### config.mk
export PLATFORM = sky130hd
export DESIGN_NAME = intel_hex_record_parser_top_flat
export DESIGN_NICKNAME = d
export VERILOG_FILES = /design/src/design/ihex_pkg.sv /design/src/design/ihex_char_if.sv /design/src/design/ihex_cfg_if.sv /design/src/design/ihex_res_if.sv /design/src/design/ihex_step.sv /design/src/design/ihex_skid.sv /design/src/design/intel_hex_record_parser_top.sv /design/src/flat_wrapper.sv
export SDC_FILE = /design/constraint.sdc
export NUM_CORES = 1
export LEC_CHECK = 0
export BUFFER_PORTS_ARGS = -buffer_cell sky130_fd_sc_hd__buf_2
export CORE_UTILIZATION = 65
export DETAILED_ROUTE_END_ITERATION = 8
export GPL_ROUTABILITY_DRIVEN = 1
export PLACE_DENSITY = 0.91
export SETUP_SLACK_MARGIN = 0.2
export SYNTH_ARGS = -nofsm -noshare
export SYNTH_HDL_FRONTEND = slang
export SYNTH_SLANG_ARGS = --single-unit
### constraint.sdc
create_clock -name i_clk -period 11.1 [get_ports i_clk]
set_input_delay 2.22 -clock i_clk [delete_from_list [all_inputs] [get_ports i_clk]]
set_output_delay 2.22 -clock i_clk [all_outputs]
set_load 0.02 [all_outputs]
### src/design/ihex_pkg.sv
// ----------------------------------------------------------------------------
// ihex_pkg
// Shared types, character codes and the hex digit decoder for the Intel HEX
// record parser.
// ----------------------------------------------------------------------------
package ihex_pkg;

    // Parser phase, one-hot coded.
    typedef enum logic [6:0] {
        PH_START = 7'b0000001,
        PH_SKIP  = 7'b0000010,
        PH_COUNT = 7'b0000100,
        PH_ADDR  = 7'b0001000,
        PH_TYPE  = 7'b0010000,
        PH_DATA  = 7'b0100000,
        PH_CSUM  = 7'b1000000
    } t_phase;

    // Result kinds.
    typedef enum logic [1:0] {
        KIND_DATA = 2'd0,
        KIND_END  = 2'd1,
        KIND_ERR  = 2'd2
    } t_kind;

    // Character codes the parser reacts to.
    localparam logic [7:0] CH_LF    = 8'h0A;
    localparam logic [7:0] CH_CR    = 8'h0D;
    localparam logic [7:0] CH_SPACE = 8'h20;
    localparam logic [7:0] CH_TAB   = 8'h09;
    localparam logic [7:0] CH_COLON = 8'h3A;
    localparam logic [7:0] CH_SEMI  = 8'h3B;

    // Reset value of the data-only filter.
    localparam logic DATA_ONLY_RESET = 1'b1;

    // Parser state carried from one character to the next.
    typedef struct packed {
        t_phase      phase;
        logic [1:0]  digit_count;
        logic [3:0]  high_nibble;
        logic [7:0]  count_held;
        logic [15:0] address_held;
        logic [7:0]  type_held;
        logic [7:0]  byte_index;
        logic [7:0]  running_sum;
    } t_state;

    // One result item.
    typedef struct packed {
        t_kind       kind;
        logic [15:0] address;
        logic [7:0]  data_byte;
        logic [7:0]  record_type;
        logic [7:0]  byte_count;
        logic [7:0]  checksum_read;
        logic        checksum_ok;
    } t_result;

    // Hex digit value; anything that is not a hex digit counts as zero.
    function automatic logic [3:0] nibble_of(input logic [7:0] c);
        logic [3:0] v;
        v = 4'd0;
        if (c >= 8'h30 && c <= 8'h39) begin
            v = c[3:0];
        end else if ((c >= 8'h41 && c <= 8'h46) || (c >= 8'h61 && c <= 8'h66)) begin
            v = c[3:0] + 4'd9;
        end
        return v;
    endfunction

endpackage

### src/design/ihex_char_if.sv
// ----------------------------------------------------------------------------
// ihex_char_if
// Character input channel: one ASCII character per transfer.
// ----------------------------------------------------------------------------
interface ihex_char_if;
    logic       valid;
    logic       ready;
    logic [7:0] char_in;

    modport source (output valid, output char_in, input ready);
    modport sink   (input valid, input char_in, output ready);
endinterface

### src/design/ihex_cfg_if.sv
// ----------------------------------------------------------------------------
// ihex_cfg_if
// Configuration write channel for the data-only filter register.
// ----------------------------------------------------------------------------
interface ihex_cfg_if;
    logic valid;
    logic ready;
    logic data_only;

    modport source (output valid, output data_only, input ready);
    modport sink   (input valid, input data_only, output ready);
endinterface

### src/design/ihex_res_if.sv
// ----------------------------------------------------------------------------
// ihex_res_if
// Result channel: data bytes, record ends and format errors.
// ----------------------------------------------------------------------------
interface ihex_res_if;
    logic        valid;
    logic        ready;
    logic [1:0]  kind;
    logic [15:0] address;
    logic [7:0]  data_byte;
    logic [7:0]  record_type;
    logic [7:0]  byte_count;
    logic [7:0]  checksum_read;
    logic        checksum_ok;

    modport source (output valid, output kind, output address, output data_byte,
                    output record_type, output byte_count, output checksum_read,
                    output checksum_ok, input ready);
    modport sink   (input valid, input kind, input address, input data_byte,
                    input record_type, input byte_count, input checksum_read,
                    input checksum_ok, output ready);
endinterface

### src/design/ihex_step.sv
// ----------------------------------------------------------------------------
// ihex_step
// Next-state and result logic for one character of the hex text stream.
// ----------------------------------------------------------------------------
module ihex_step (
    input  ihex_pkg::t_state  i_state,
    input  logic [7:0]        i_char,
    input  logic              i_data_only,
    output ihex_pkg::t_state  o_state,
    output logic              o_res_valid,
    output ihex_pkg::t_result o_result
);
    import ihex_pkg::*;

    logic [3:0]  nib;
    logic [7:0]  byte_val;
    logic [15:0] addr_shift;
    logic [7:0]  idx_next;
    logic [7:0]  sum_byte;

    // Datapath pieces shared by the phases.
    always_comb begin
        nib        = nibble_of(i_char);
        byte_val   = {i_state.high_nibble, nib};
        addr_shift = {i_state.address_held[11:0], nib};
        idx_next   = i_state.byte_index + 8'd1;
        sum_byte   = i_state.running_sum + byte_val;
    end

    // Phase handling.
    always_comb begin
        o_state     = i_state;
        o_res_valid = 1'b0;
        o_result    = '0;

        if (i_state.phase == PH_START) begin
            if (i_char == CH_LF || i_char == CH_CR || i_char == CH_SPACE ||
                i_char == CH_TAB) begin
                o_state = i_state;
            end else if (i_char == CH_SEMI) begin
                o_state.phase = PH_SKIP;
            end else if (i_char == CH_COLON) begin
                o_state       = '0;
                o_state.phase = PH_COUNT;
            end else begin
                // Bad line start: report it and skip the rest of the line.
                o_state.phase = PH_SKIP;
                o_res_valid   = 1'b1;
                o_result.kind = KIND_ERR;
            end
        end else if (i_char == CH_LF) begin
            // Line feed ends the line; an unfinished record is dropped.
            o_state.phase = PH_START;
        end else begin
            case (i_state.phase)
                PH_ADDR: begin
                    o_state.address_held = addr_shift;
                    if (i_state.digit_count[0]) begin
                        o_state.running_sum = i_state.running_sum + addr_shift[7:0];
                    end
                    if (i_state.digit_count == 2'd3) begin
                        o_state.digit_count = 2'd0;
                        o_state.phase       = PH_TYPE;
                    end else begin
                        o_state.digit_count = i_state.digit_count + 2'd1;
                    end
                end
                PH_COUNT, PH_TYPE, PH_DATA, PH_CSUM: begin
                    if (i_state.digit_count == 2'd0) begin
                        o_state.high_nibble = nib;
                        o_state.digit_count = 2'd1;
                    end else begin
                        o_state.digit_count = 2'd0;
                        case (i_state.phase)
                            PH_COUNT: begin
                                o_state.count_held  = byte_val;
                                o_state.running_sum = sum_byte;
                                o_state.phase       = PH_ADDR;
                            end
                            PH_TYPE: begin
                                o_state.type_held   = byte_val;
                                o_state.running_sum = sum_byte;
                                o_state.byte_index  = 8'd0;
                                o_state.phase = (i_state.count_held == 8'd0) ?
                                                PH_CSUM : PH_DATA;
                            end
                            PH_DATA: begin
                                o_state.running_sum = sum_byte;
                                o_state.byte_index  = idx_next;
                                if (idx_next == i_state.count_held) begin
                                    o_state.phase = PH_CSUM;
                                end
                                o_res_valid = (i_state.type_held == 8'd0) || !i_data_only;
                                o_result.kind        = KIND_DATA;
                                o_result.address     = i_state.address_held +
                                                       {8'd0, i_state.byte_index};
                                o_result.data_byte   = byte_val;
                                o_result.record_type = i_state.type_held;
                                o_result.byte_count  = i_state.count_held;
                            end
                            default: begin
                                // Checksum byte closes the record.
                                o_state.phase          = PH_SKIP;
                                o_res_valid            = 1'b1;
                                o_result.kind          = KIND_END;
                                o_result.address       = i_state.address_held;
                                o_result.record_type   = i_state.type_held;
                                o_result.byte_count    = i_state.count_held;
                                o_result.checksum_read = byte_val;
                                o_result.checksum_ok   = (sum_byte == 8'd0);
                            end
                        endcase
                    end
                end
                default: begin
                    // Skipping to line feed; unused codes do the same.
                    o_state = i_state;
                end
            endcase
        end
    end

endmodule

### src/design/ihex_skid.sv
// ----------------------------------------------------------------------------
// ihex_skid
// Two-entry result buffer: an output register backed by a skid register, so
// a new character can be taken while a finished result still waits.
// ----------------------------------------------------------------------------
module ihex_skid (
    input  logic              i_clk,
    input  logic              i_rst_n,
    input  logic              i_push_valid,
    input  ihex_pkg::t_result i_push_data,
    output logic              o_space,
    ihex_res_if.source        o_out
);
    import ihex_pkg::*;

    logic    r_main_valid;
    logic    r_skid_valid;
    t_result r_main;
    t_result r_skid;
    logic    out_fire;

    assign out_fire = r_main_valid && o_out.ready;
    assign o_space  = !r_skid_valid;

    // Valid flags.
    always_ff @(posedge i_clk) begin
        if (!i_rst_n) begin
            r_main_valid <= 1'b0;
            r_skid_valid <= 1'b0;
        end else if (r_skid_valid) begin
            if (out_fire) begin
                r_skid_valid <= 1'b0;
            end
        end else if (i_push_valid) begin
            if (!r_main_valid || out_fire) begin
                r_main_valid <= 1'b1;
            end else begin
                r_skid_valid <= 1'b1;
            end
        end else if (out_fire) begin
            r_main_valid <= 1'b0;
        end
    end

    // Payload registers.
    always_ff @(posedge i_clk) begin
        if (r_skid_valid) begin
            if (out_fire) begin
                r_main <= r_skid;
            end
        end else if (i_push_valid) begin
            if (!r_main_valid || out_fire) begin
                r_main <= i_push_data;
            end else begin
                r_skid <= i_push_data;
            end
        end
    end

    // Output channel.
    assign o_out.valid         = r_main_valid;
    assign o_out.kind          = r_main.kind;
    assign o_out.address       = r_main.address;
    assign o_out.data_byte     = r_main.data_byte;
    assign o_out.record_type   = r_main.record_type;
    assign o_out.byte_count    = r_main.byte_count;
    assign o_out.checksum_read = r_main.checksum_read;
    assign o_out.checksum_ok   = r_main.checksum_ok;

`ifndef SYNTH
    // The skid entry is only ever filled behind a waiting output entry.
    a_skid_behind_main: assert property (@(posedge i_clk) disable iff (!i_rst_n)
        r_skid_valid |-> r_main_valid)
        else $error("skid entry holds a result while the output entry is empty");

    // No result arrives while both entries are occupied.
    a_no_push_when_full: assert property (@(posedge i_clk) disable iff (!i_rst_n)
        i_push_valid |-> !r_skid_valid)
        else $error("result pushed into a full buffer");

    // When the output transfer completes with the skid full, the skid moves up.
    a_skid_moves_up: assert property (@(posedge i_clk) disable iff (!i_rst_n)
        (r_skid_valid && out_fire) |=> (r_main_valid && r_main == $past(r_skid)))
        else $error("skid entry lost on output transfer");
`endif

endmodule

### src/design/intel_hex_record_parser_top.sv
// ----------------------------------------------------------------------------
// intel_hex_record_parser_top
// A result is registered into the result buffer on the transfer of the
// character that causes it. Throughput: one character per cycle while the
// result buffer has space; the two-entry result buffer keeps input flowing
// for one stalled result. Reset (synchronous, active low) returns the parser
// to line start, empties the result buffer and sets the data-only filter to 1.
// ----------------------------------------------------------------------------
module intel_hex_record_parser_top (
    input  logic       i_clk,
    input  logic       i_rst_n,
    ihex_char_if.sink  i_char,
    ihex_cfg_if.sink   i_cfg,
    ihex_res_if.source o_result
);
    import ihex_pkg::*;

    t_state  r_state;
    t_state  n_state;
    logic    r_data_only;
    logic    step_valid;
    t_result step_result;
    logic    buf_space;
    logic    char_fire;

    // Configuration writes are always taken.
    assign i_cfg.ready = 1'b1;

    always_ff @(posedge i_clk) begin
        if (!i_rst_n) begin
            r_data_only <= DATA_ONLY_RESET;
        end else if (i_cfg.valid) begin
            r_data_only <= i_cfg.data_only;
        end
    end

    // Character transfer.
    assign i_char.ready = buf_space;
    assign char_fire    = i_char.valid && buf_space;

    ihex_step u_step (
        .i_state     (r_state),
        .i_char      (i_char.char_in),
        .i_data_only (r_data_only),
        .o_state     (n_state),
        .o_res_valid (step_valid),
        .o_result    (step_result)
    );

    // Parser state advances on each character transfer.
    always_ff @(posedge i_clk) begin
        if (!i_rst_n) begin
            r_state <= '{phase: PH_START, digit_count: 2'd0, high_nibble: 4'd0,
                         count_held: 8'd0, address_held: 16'd0, type_held: 8'd0,
                         byte_index: 8'd0, running_sum: 8'd0};
        end else if (char_fire) begin
            r_state <= n_state;
        end
    end

    ihex_skid u_skid (
        .i_clk        (i_clk),
        .i_rst_n      (i_rst_n),
        .i_push_valid (char_fire && step_valid),
        .i_push_data  (step_result),
        .o_space      (buf_space),
        .o_out        (o_result)
    );

endmodule

### src/flat_wrapper.sv
// flat-port wrapper written by rule: the top's interface ports become plain ports
module intel_hex_record_parser_top_flat import ihex_pkg::*;
  (i_clk, i_rst_n, i_char_valid, i_char_char_in, i_char_ready, i_cfg_valid, i_cfg_data_only, i_cfg_ready, o_result_valid, o_result_kind, o_result_address, o_result_data_byte, o_result_record_type, o_result_byte_count, o_result_checksum_read, o_result_checksum_ok, o_result_ready);
  ihex_char_if i_char_i ();
  ihex_cfg_if i_cfg_i ();
  ihex_res_if o_result_i ();
  input  logic i_clk;
  input  logic i_rst_n;
  input wire logic [$bits(i_char_i.valid)-1:0] i_char_valid;
  input wire logic [$bits(i_char_i.char_in)-1:0] i_char_char_in;
  output wire logic [$bits(i_char_i.ready)-1:0] i_char_ready;
  input wire logic [$bits(i_cfg_i.valid)-1:0] i_cfg_valid;
  input wire logic [$bits(i_cfg_i.data_only)-1:0] i_cfg_data_only;
  output wire logic [$bits(i_cfg_i.ready)-1:0] i_cfg_ready;
  output wire logic [$bits(o_result_i.valid)-1:0] o_result_valid;
  output wire logic [$bits(o_result_i.kind)-1:0] o_result_kind;
  output wire logic [$bits(o_result_i.address)-1:0] o_result_address;
  output wire logic [$bits(o_result_i.data_byte)-1:0] o_result_data_byte;
  output wire logic [$bits(o_result_i.record_type)-1:0] o_result_record_type;
  output wire logic [$bits(o_result_i.byte_count)-1:0] o_result_byte_count;
  output wire logic [$bits(o_result_i.checksum_read)-1:0] o_result_checksum_read;
  output wire logic [$bits(o_result_i.checksum_ok)-1:0] o_result_checksum_ok;
  input wire logic [$bits(o_result_i.ready)-1:0] o_result_ready;
  assign i_char_i.valid = i_char_valid;
  assign i_char_i.char_in = i_char_char_in;
  assign i_char_ready = i_char_i.ready;
  assign i_cfg_i.valid = i_cfg_valid;
  assign i_cfg_i.data_only = i_cfg_data_only;
  assign i_cfg_ready = i_cfg_i.ready;
  assign o_result_valid = o_result_i.valid;
  assign o_result_kind = o_result_i.kind;
  assign o_result_address = o_result_i.address;
  assign o_result_data_byte = o_result_i.data_byte;
  assign o_result_record_type = o_result_i.record_type;
  assign o_result_byte_count = o_result_i.byte_count;
  assign o_result_checksum_read = o_result_i.checksum_read;
  assign o_result_checksum_ok = o_result_i.checksum_ok;
  assign o_result_i.ready = o_result_ready;
  intel_hex_record_parser_top u_core (.i_clk(i_clk), .i_rst_n(i_rst_n), .i_char(i_char_i), .i_cfg(i_cfg_i), .o_result(o_result_i));
endmodule
==> qor.txt, run 1 <==
Compound-cell area share of the yosys netlist = 0.120
Crit share post-route = 0.513
Max_cap viols = 0
Minimum clock period = 5690 ps
Post-CTS setup buffers = 0
Sw Ratio = 0.318
Worst VDD drop = 0.126 mV
Final Core Density = 0.755
Clock Path Buffers = 2
Synth cell types = 70
Max-slew headroom = 0.189
Top_reg_cell synth = edfxtp_1
Via count = 6650
CP Capture Point = u_core.u_skid.o_out.checksum_ok$_DFFE_PP_
DRT iter0 DRCs = 787
CP Class = in -> reg
Post-route insts no fill = 1051
Outcome = complete, no violations
Fin. max-slew vios = 0
Seq/Total Area, Yosys = 0.500
Filler cells = 845
Post-CTS sizing = 0
Area of the multi-input gates = 4080 um2
Worst Reg2Reg Path Length in Cells = 6
Clk root buf = clkbuf_16
DRC violations left = 0
Synth Area in XOR/XNOR = 0.0353
M1 WL = 8.49 mm
Synth-to-Final Area Change = 11.5%
First-pass GRT wire length = 32.5 mm
Antenna violations before repair = 0
Critical path endpoint category = flip-flop
Reg clk slew, reported paths = 60 ps
Post-Syn Instances = 814
Antenna violation net count after detailed routing = 0
Port Buffers = 66
Worst min-delay path class = reg -> reg
Core box area = 12800 um2
Drt first pass iters = 6
Worst-Margin Slew = 1220 ps
Post-Synth Adder-Cell Area = 0.0421
Vias per Instance = 6.33
Final Net Count = 908
Storage cell area = 4340 um2
Hold Fails Final Rpt = 0
Hold Crit Start = u_core.r_state[0]$_SDFFE_PN0P_
Total grt overflow = 0
DP HPWL = 13.5 mm
Synth Register Bits = 166
Critical R2R Launch = u_core.r_state[56]$_SDFFE_PN0P_
Starting Density = 0.677
Largest family of logic cells by synthesized area = simple AND/OR/NAND/NOR gates
RSZ-0062 raised after global routing = no
CTS Hold Bufs = 0
Flop-to-flop setup slack = 6690 ps
Comb pwr share = 0.218
Die H = 118 um
Mapped Avg Cell Area = 10.7 um2
Setup violation total in the final timing report = 0
Met3 wire len = 1.53 mm
Reg power frac = 0.446
Ys Warns = 0
Required @ worst endpoint = 11280 ps
Int Power = 1.17 mW
Rows = 41
Worst skew pair latency = 430 ps
# diodes = 0
Fin Setup TNS = 0 ps
Critical path startpoint category = input port
Post-synth ARST share = 0
Total CTS buffers = 17
Critical path arrival = 5870 ps
Critical path origin = i_char_char_in[0]
Uppermost routed layer = met4
Syn Std Cell Area = 8690 um2
Simple-gate share of the synthesized area = 0.187
Total wire length = 20.3 mm
Gpl congestion = 0.961
H-tree levels = 4
Top Ports = 68
Lkg Pwr = 3.58 nW
Clock Skews = 7.02 ps
Largest net degree at the start of global routing = 67
Met2 WL post-DR = 9.68 mm
Die W = 118 um
WL per Instance = 19.3 um
Mux share of post-synthesis cell area = 0.0827
Clock group share of total power = 0.336
Layout cells sized above 1 = 0.179
Num Clock Sinks = 166
Sw power = 546 uW
Worst-path maximum fanout = 6
Reg-to-Reg End = u_core.u_skid.r_skid[10]$_DFFE_PP_
Dpl cells = 1019
Number of enable flip-flop cells after synthesis = 102
Die ar. = 13800 um2
Number of global-route vias before repair = 6277
GR Util All Layers = 0.300
CTS tree = done
Synth Net Count = 856
Achievable frequency = 176 MHz
P per Cell Area = 177 nW/um2
layer usage:
| metal | vias up | global-route usage |
|---|---|---|
| met4 | 0 | 0.138 |
| met2 | 334 | 0.480 |
| met5 | - | 0 |
| met3 | 46 | 0.0523 |
| met1 | 3189 | 0.399 |
| li1 | 3081 | - |
power by group through the flow:
stage	registers, mW	logic, mW	clock network [mW]
2_1_floorplan	0.846	0.195	0
3_3_place_gp	0.774	0.362	0
3_5_place_dp	0.778	0.369	0
4_1_cts	0.766	0.371	0.577
5_1_grt	0.771	0.399	0.605
6_report	0.765	0.374	0.577
stage by stage:
| step | total power [mW] | hold slack (ps) | setup slack [ps] | instance area, um2 |
|---|---|---|---|---|
| floorplan | 1.04 | 433 | 4500 | 8690 |
| global placement | 1.14 | 461 | 5180 | 9110 |
| detailed placement | 1.15 | 465 | 5030 | 9110 |
| CTS | 1.71 | 474 | 5450 | 9680 |
| global route | 1.78 | 503 | 5140 | 9680 |
| finish | 1.72 | 474 | 5410 | 9680 |
final cells by class:
cell class,instances,share of cell area
sequential,166,0.449
clock inverter,13,0.0127
inverter,27,0.0105
multi-input combinational,583,0.421
clock buffer,19,0.0468
tap,172,0.0222
timing repair buffer,71,0.0380
worst max-delay path, cell delays in order:
cell and delay (ps):
buf_2 100, inv_1 110, ha_1 270, nor2b_1 140
a211oi_1 240, nor3_1 140, mux2i_1 410, inv_1 90
ha_1 260, fa_1 450, a21o_1 180, a21oi_1 440
xnor2_1 200, nor4_1 70, nand3_1 80, and4b_1 200
mux2_2 260
cells in the mapped netlist, drive strengths merged (16+ instances only):
cell type  count  area, um2
a21boi        23        173
a21oi         27        139
and2          29        201
clkbuf        28        105
dfxtp         64       1280
edfxtp       102       3060
ha            26        325
inv           26       97.6
mux2          30        368
mux2i         35        350
nand2         83        312
nand3         39        195
nor2          41        154
nor2b         29        181
o21ai         26        130
xnor2         19        166
xor2          16        140
cells in the final DEF (no fill, tap or decap), drive strengths merged, types with 7 or more instances in the layout:
master | netlist | layout
a211oi | 8 | 8
a21boi | 23 | 23
a21o | 8 | 8
a21oi | 27 | 27
a22o | 7 | 7
and2 | 29 | 29
and3 | 10 | 10
buf | 10 | 71
clkbuf | 28 | 19
dfxtp | 64 | 64
edfxtp | 102 | 102
ha | 26 | 26
inv | 26 | 29
mux2 | 30 | 30
mux2i | 35 | 35
nand2 | 83 | 83
nand3 | 39 | 39
nor2 | 41 | 41
nor2b | 29 | 29
nor3 | 14 | 14
nor4 | 10 | 10
o21a | 7 | 7
o21ai | 26 | 26
o31ai | 14 | 14
or3 | 9 | 9
xnor2 | 19 | 19
xor2 | 16 | 16
how the worst min path moves through the flow:
stage | endpoint | depth (start not counted)
floorplan | u_core.r_data_only$_SDFFE_PN1P_ | 2
global placement | u_core.r_state[0]$_SDFFE_PN0P_ | 2
detailed placement | u_core.r_state[0]$_SDFFE_PN0P_ | 2
CTS | u_core.r_state[0]$_SDFFE_PN0P_ | 2
global route | u_core.r_state[39]$_SDFFE_PN0P_ | 2
finish | u_core.r_state[0]$_SDFFE_PN0P_ | 2
sequential cells by signal (all words and copies together), names as in the netlist:
register	cells
u_core.u_skid.o_out.record_type	8
u_core.u_skid.o_out.checksum_read	8
u_core.r_data_only	1
u_core.u_skid.r_skid	51
u_core.u_skid.o_out.checksum_ok	1
u_core.u_skid.o_out.address	16
u_core.r_state	61
u_core.u_skid.r_skid_valid	1
u_core.u_skid.o_out.byte_count	8
u_core.u_skid.o_out.valid	1
u_core.u_skid.o_out.kind	2
u_core.u_skid.o_out.data_byte	8
kinds of logic after synthesis:
| family | count (synthesis) |
|---|---|
| AO/OA/AOI/OAI | 150 |
| XOR/XNOR | 35 |
| adder cells (fa/ha/maj) | 28 |
| buffers and inverters | 65 |
| flip-flops | 166 |
| multiplexers | 65 |
| other | 1 |
| AND/OR/NAND/NOR | 304 |
No activity file was read; power rests on OpenSTA's default activity.
==> inputs of run 2 (changes only) <==
- CORE_UTILIZATION: 65 -> 55
- PLACE_DENSITY: 0.91 -> 0.83
- clock period: 11.1 -> 4.8 ns (I/O delays scaled with it)
==> run 2 against run 1 <==
Compared with the run above:
- register-to-register slack worse by 5800 ps
- die area is 18% higher
- flip-flop and latch count stayed put
- clock skew is 1.2 ps higher
- largest cell class unchanged
==> qor.txt, run 2 (synthesis gave the netlist of run 1 again) <==
Setup violation total in the final timing report = 0
Die W = 128 um
Synth-to-Final Area Change = 12.9%
Final Net Count = 920
First-pass GRT wire length = 30.8 mm
GR Util All Layers = 0.248
Worst-Margin Slew = 1180 ps
CP Cell Sequence = buf_2 -> inv_1 -> ha_1 -> nor2b_1 -> a211oi_1 -> nor3_1 -> o22ai_1 -> inv_1 -> ha_1 -> o21ai_0 -> o21bai_1 -> o22ai_1 -> xor2_1 -> xor2_1 -> and4b_1 -> mux2_2
Lkg Pwr = 3.64 nW
Minimum clock period = 4070 ps
Required @ worst endpoint = 4990 ps
H-tree levels = 4
Clock group share of total power = 0.326
Antenna violations before repair = 0
Placed Instance Area = 9240 um2
Biggest register = u_core.r_state
Clk root buf = clkbuf_16
Core box area = 15300 um2
Starting Density = 0.567
Achievable frequency = 246 MHz
Largest register FFs = 61
Max_cap viols = 0
Max-slew headroom = 0.216
Crit share post-route = 0.847
Top Ports = 68
Final Cell Area = 9800 um2
Worst skew pair latency = 440 ps
Total grt overflow = 0
Antenna violation net count after detailed routing = 0
Hold Fails Final Rpt = 0
Critical path arrival = 4260 ps
Critical path endpoint category = flip-flop
Sw Ratio = 0.327
Total wire length = 19.4 mm
Int Power = 2.66 mW
Fin. max-slew vios = 0
Sw power = 1.29 mW
Layout cells sized above 1 = 0.187
Post-CTS setup buffers = 0
WL per Instance = 17.6 um
DP HPWL = 13.6 mm
Clock Skews = 8.25 ps
Reg power frac = 0.446
Slowest cell on the critical path = o22ai_1
DRT iter0 DRCs = 546
Final Core Density = 0.640
Largest net degree at the start of global routing = 66
CP peak stage delay = 480 ps
Rows = 45
Most frequent cells in the layout = 102 x edfxtp_1, 83 x nand2_1, 66 x buf_2
Clock Path Buffers = 2
Port Buffers = 66
CTS Hold Bufs = 0
CTS tree = done
Die ar. = 16300 um2
DRC violations left = 0
Worst VDD drop = 0.284 mV
Critical path startpoint category = input port
Gpl congestion = 0.901
Worst min-delay path class = reg -> reg
CP Class = in -> reg
Min Hold Slack = 480 ps
# diodes = 0
Outcome = complete, no violations
Drt first pass iters = 7
Die H = 128 um
Reg clk slew, reported paths = 70 ps
Comb pwr share = 0.227
P per Cell Area = 404 nW/um2
Via count = 6493
Num Clock Sinks = 166
Worst-path maximum fanout = 6
Fin Setup TNS = 0 ps
Total CTS buffers = 17
Most common cell after layout, fill and taps aside = edfxtp_1
Post-CTS sizing = 0
Number of global-route vias before repair = 5939
Vias per Instance = 5.89
RSZ-0062 raised after global routing = no
[run 2: cell type report]
cell class                 count  area [um2]
clock buffer                  18         429
clock inverter                14         134
fill                        1205        5510
inverter                      27         101
multi-input combinational    583        4070
sequential                   166        4340
tap                          211         264
timing repair buffer          83         458
[run 2: stage by stage]
step,setup WS (ps),total power [mW],cells
2_1_floorplan,482,2.40,814
3_3_place_gp,461,2.66,1070
3_5_place_dp,319,2.68,1070
4_1_cts,765,3.96,1102
5_1_grt,429,4.09,1102
6_report,733,3.96,1102
[run 2: final timing paths]
kind / from / to / slack, ps / cells after the start
setup / recovery: i_char_char_in[0] / u_core.u_skid.o_out.checksum_ok$_DFFE_PP_ / 730 / 16
hold / removal: u_core.r_state[3]$_SDFFE_PN0P_ / u_core.r_state[3]$_SDFFE_PN0P_ / 480 / 2
setup reg to reg: u_core.r_state[56]$_SDFFE_PN0P_ / u_core.u_skid.o_out.byte_count[5]$_DFFE_PP_ / 930 / 8
hold reg to reg: u_core.r_state[3]$_SDFFE_PN0P_ / u_core.r_state[3]$_SDFFE_PN0P_ / 480 / 2
[run 2: power by group through the flow]
stage,clock network (mW),registers [mW],logic [mW]
2_1_floorplan,0,1.95,0.453
3_3_place_gp,0,1.79,0.872
3_5_place_dp,0,1.80,0.884
4_1_cts,1.30,1.77,0.888
5_1_grt,1.35,1.78,0.963
6_report,1.29,1.77,0.900
[run 2: worst max-delay path: cells and delay by family]
family / cells / cell delay (ps)
AO/OA/AOI/OAI: 5 / 1250
adder cells (fa/ha/maj): 2 / 620
AND/OR/NAND/NOR: 3 / 500
XOR/XNOR: 2 / 340
buffers and inverters: 3 / 320
multiplexers: 1 / 260
[run 2: metal layers]
| layer | wire length (um) | part of all wire | track usage |
|---|---|---|---|
| met1 | 8630 | 0.44 | 0.336 |
| met2 | 8780 | 0.45 | 0.387 |
| met3 | 1530 | 0.079 | 0.0505 |
| met4 | 501 | 0.026 | 0.104 |
| met5 | 0 | 0 | 0 |
